`config.mk`:
```
export PLATFORM = sky130hd
export DESIGN_NAME = cmm_ram
export DESIGN_NICKNAME = d
export VERILOG_FILES = /design/src/rtl/cmm_ram.sv
export SDC_FILE = /design/constraint.sdc
export NUM_CORES = 2
export LEC_CHECK = 0
export BUFFER_PORTS_ARGS = -buffer_cell sky130_fd_sc_hd__buf_2
export CAP_MARGIN = 20
export CELL_PAD_IN_SITES_DETAIL_PLACEMENT = 0
export CELL_PAD_IN_SITES_GLOBAL_PLACEMENT = 1
export CORE_MARGIN = 10
export CORE_UTILIZATION = 40
export DETAILED_ROUTE_END_ITERATION = 8
export GPL_TIMING_DRIVEN = 0
export PLACE_DENSITY_LB_ADDON = 0.3
export SETUP_SLACK_MARGIN = 0.15
export SLEW_MARGIN = 20
export SYNTH_ARGS = -nofsm -noshare
export SYNTH_HDL_FRONTEND = slang
export SYNTH_SLANG_ARGS = --single-unit
export TNS_END_PERCENT = 10
```
`constraint.sdc`:
```
create_clock -name clk -period 6.6 [get_ports clk]
set_input_delay 0.99 -clock clk [delete_from_list [all_inputs] [get_ports clk]]
set_output_delay 0.99 -clock clk [all_outputs]
set_load 0.02 [all_outputs]
```
`src/rtl/cmm_ram.sv`:
```
// Generic single-write, single-read RAM with a registered read port (read-first).
module cmm_ram #(
  parameter int WIDTH = 8,
  parameter int DEPTH = 256
) (
  input  logic                     clk,
  input  logic                     wr_en,
  input  logic [$clog2(DEPTH)-1:0] wr_addr,
  input  logic [WIDTH-1:0]         wr_data,
  input  logic [$clog2(DEPTH)-1:0] rd_addr,
  output logic [WIDTH-1:0]         rd_data
);

  logic [WIDTH-1:0] mem [DEPTH];

  // A read at the address being written returns the old contents.
  always_ff @(posedge clk) begin
    if (wr_en) begin
      mem[wr_addr] <= wr_data;
    end
    rd_data <= mem[rd_addr];
  end

endmodule

```
==> results.sh <==
export IMPL_cellLeakagePower_uw=0.0279
export IMPL_min_period_ns=5.02
export IMPL_r2r_slack_ns=3.21
export IMPL_critical_path_arrival_ns=5.65
export IMPL_min_from="wr_data[0]"
export IMPL_drt_iter0_markers=6042
export IMPL_cp_required_ns=7.23
export IMPL_drc=0
export IMPL_fillers=16400
export IMPL_final_area_sq_mm=0.0909
export IMPL_ys_async_sr_fraction_pct=0
export IMPL_power_density_mw_per_mm2=305
export IMPL_place_inst=6433
export IMPL_crit_path_end_kind="register"
export IMPL_max_clock_freq_ghz=0.199
export IMPL_synth_main_ff_cell="edfxtp_1"
export IMPL_cts_buffers=208
export IMPL_die_area_sq_mm=0.217
export IMPL_grt_pass1_wl_mm=336
export IMPL_rsz0062_at_grt="false"
export IMPL_hold_path_class="in2reg"
export IMPL_hold_path_endpoint="mem[68][0]"
export IMPL_io_buffer_count=26
export IMPL_rows=163
export IMPL_num_vias=41354
export IMPL_vdd_drop_max_mv=0.290
export IMPL_hold_worst_slack_ns=0.561
export IMPL_synth_top_area_cell="edfxtp_1"
export IMPL_r2r_start="mem[26][5]"
export IMPL_io_pins=34
export IMPL_fp_coreArea_sq_mm=0.198
export IMPL_outcome="complete, no violations"
export IMPL_synth_edff_count=2048
export IMPL_ctsResizeCount=0
export IMPL_reg2regPathDepth=6
export IMPL_postSynthCellCount=3733
export IMPL_skew_ns=0.0253
export IMPL_die_x_um=466
export IMPL_post_route_period_util_pct=76.0
export IMPL_cts_tree="done"
export IMPL_slew_headroom_pct=4.90
export IMPL_holdPathStages=1
export IMPL_final_cell_count_no_fill=6835
export IMPL_critical_path_startpoint_type="input port"
export IMPL_synthTopCellsByArea="edfxtp_1 77%, mux4_2 13%, mux2i_1 1.7%"
export IMPL_grt_max_degree=124
export IMPL_grt_pass1_vias=40516
export IMPL_synth_cell_type_count=55
export IMPL_wl_per_cell_um=36.2
export IMPL_area_growth_pct=14.2
export IMPL_syn_nets=3759
export IMPL_yosysMostFrequentCell="edfxtp_1"
export IMPL_multiInputGateArea_sq_mm=0.0166
export IMPL_worst_pin_slew_ns=1.41
export IMPL_vias_per_cell=6.05
export IMPL_die_y_um=466
export IMPL_setup_viol=0
export IMPL_synth_top_area_share_pct=77.3
export IMPL_antenna_found_initial=22
export IMPL_grt_ovfl_total=0
export IMPL_maxCapViolations=0
export IMPL_rr_endpoint="rd_data[5]"
export IMPL_initial_core_util_pct=40.3
export IMPL_cts_root_buffer="clkbuf_16"
export IMPL_wl_mm=247
export IMPL_slew_violations=0
export IMPL_synth_avg_cell_area_sq_um=21.3
export IMPL_cts_sinks=2056
export IMPL_place_gp_congestion=0.927
export IMPL_ys_seq_area_share_pct=77.5
export IMPL_yosys_top_cells_count="2048 x edfxtp_1, 454 x mux4_2, 282 x nor2_1, 134 x mux2i_1, 133 x a22oi_1"
export IMPL_grtUsageTotal_pct=22.3
export IMPL_drive_above_1_share_pct=23.6
export IMPL_hold_violations=0
export IMPL_hpwlAfterDp_mm=167
export IMPL_cts_htree_levels=4
export IMPL_path_clk_slew_ns=0.06
export IMPL_dpl_cell_area_sq_mm=0.0841
export IMPL_nets=4034
export IMPL_syn_area_sq_mm=0.0796
export IMPL_postRouteAntennaNets=0
export IMPL_postCtsSetupRepairBufs=0
export IMPL_synth_warning_count=0
export IMPL_total_power_uw=27700
export IMPL_seqCellArea_sq_mm=0.0617
export IMPL_fin_setup_tns_ns=0
export IMPL_critical_path_class="in2reg"
export IMPL_clk_latency_ns=0.86
export IMPL_drtPass1Iterations=7
export IMPL_cts_max_path_buffers=3
export IMPL_synth_seq_cells=2056
export IMPL_cp_max_fo=10
export IMPL_cts_hold_buf=0
-- through the flow --
| step | utilization, % | setup WS, ns |
|---|---|---|
| detailed placement | 42.5 | 0.913 |
| finish | 46.0 | 1.58 |
| global placement | 42.0 | 0.146 |
| CTS | 45.9 | 1.77 |
| global route | 46.0 | 1.73 |
| floorplan | - | 3.67 |
-- final cells by class --
cell class	instances	share of cell area [%]
sequential	2056	67.9
multi-input combinational	1442	18.2
clock buffer	249	5.92
tap	2640	3.64
buffer	233	1.65
clock inverter	138	1.44
timing repair buffer	65	1.23
antenna	10	0.0275
inverter	2	0.00826
-- critical path, cell delays in order --
cell and delay (ns):
buf_2 0.21, buf_2 0.64, and2_1 0.22, buf_1 0.68, clkbuf_1 0.89, a22oi_1 0.31
a21oi_1 0.36, nor3_1 0.25, nor4_1 1.05
-- sequential cells by signal, summed over array words and instances, names as in the netlist --
signal   count
rd_data      8
mem       2048
-- where the power goes --
group | leakage [uW] | switching [uW] | internal, uW
logic | 0.00619 | 1110 | 491
clock network | 0.00327 | 5110 | 6570
registers | 0.0185 | 8.10 | 14400
total | 0.0279 | 6220 | 21500
-- placed cells by master (no fill, tap or decap), drive strengths merged, types with 4 or more instances in the layout --
| cell | netlist | final |
|---|---|---|
| a21oi | 96 | 96 |
| a211oi | 16 | 16 |
| nor4 | 27 | 27 |
| nand2 | 33 | 33 |
| clkinvlp | 0 | 4 |
| dfxtp | 8 | 8 |
| o32ai | 5 | 5 |
| mux2i | 134 | 134 |
| nand3 | 34 | 34 |
| o22a | 5 | 5 |
| a221oi | 14 | 14 |
| nor2b | 31 | 31 |
| o211ai | 10 | 10 |
| nand4 | 10 | 10 |
| o22ai | 28 | 28 |
| buf | 122 | 182 |
| mux4 | 456 | 456 |
| edfxtp | 2048 | 2048 |
| a22oi | 133 | 133 |
| bufinv | 0 | 19 |
| clkinv | 1 | 111 |
| nand2b | 8 | 8 |
| or2 | 4 | 4 |
| inv | 1 | 6 |
| and2 | 6 | 6 |
| nor3 | 22 | 22 |
| o21ai | 12 | 12 |
| a2111oi | 5 | 5 |
| nor2 | 282 | 282 |
| diode | 0 | 10 |
| a22o | 8 | 8 |
| o221ai | 47 | 47 |
| clkbuf | 111 | 365 |
-- logic make-up (layout without fill, tap and decap cells) --
kind of cell / after synthesis / count (layout) / synth area share [%]
multiplexers: 591 / 591 / 14.6
buffers and inverters: 235 / 687 / 1.83
flip-flops: 2056 / 2056 / 77.5
AND/OR/NAND/NOR: 466 / 466 / 2.63
AO/OA/AOI/OAI: 385 / 385 / 3.42
other: 0 / 10 / 0
-- how the worst max path moves through the flow --
stage	start	endpoint	slack [ns]	depth (start not counted)
4_1_cts	rd_addr[2]	rd_data[5]	1.77	9
3_3_place_gp	rd_addr[2]	rd_data[1]	0.15	8
5_1_grt	rd_addr[2]	rd_data[5]	1.73	9
3_5_place_dp	rd_addr[2]	rd_data[5]	0.91	9
2_1_floorplan	rd_addr[0]	rd_data[2]	3.67	9
6_report	rd_addr[2]	rd_data[7]	1.58	9
-- layer usage --
metal	vias up	track usage, %	routed length, um
met5	-	0	119
met4	18	9.13	11700
met3	501	5.97	24700
met2	2296	34.8	115000
met1	22230	29.8	95800
li1	16309	-	-
No activity file was read; power rests on OpenSTA's default activity.
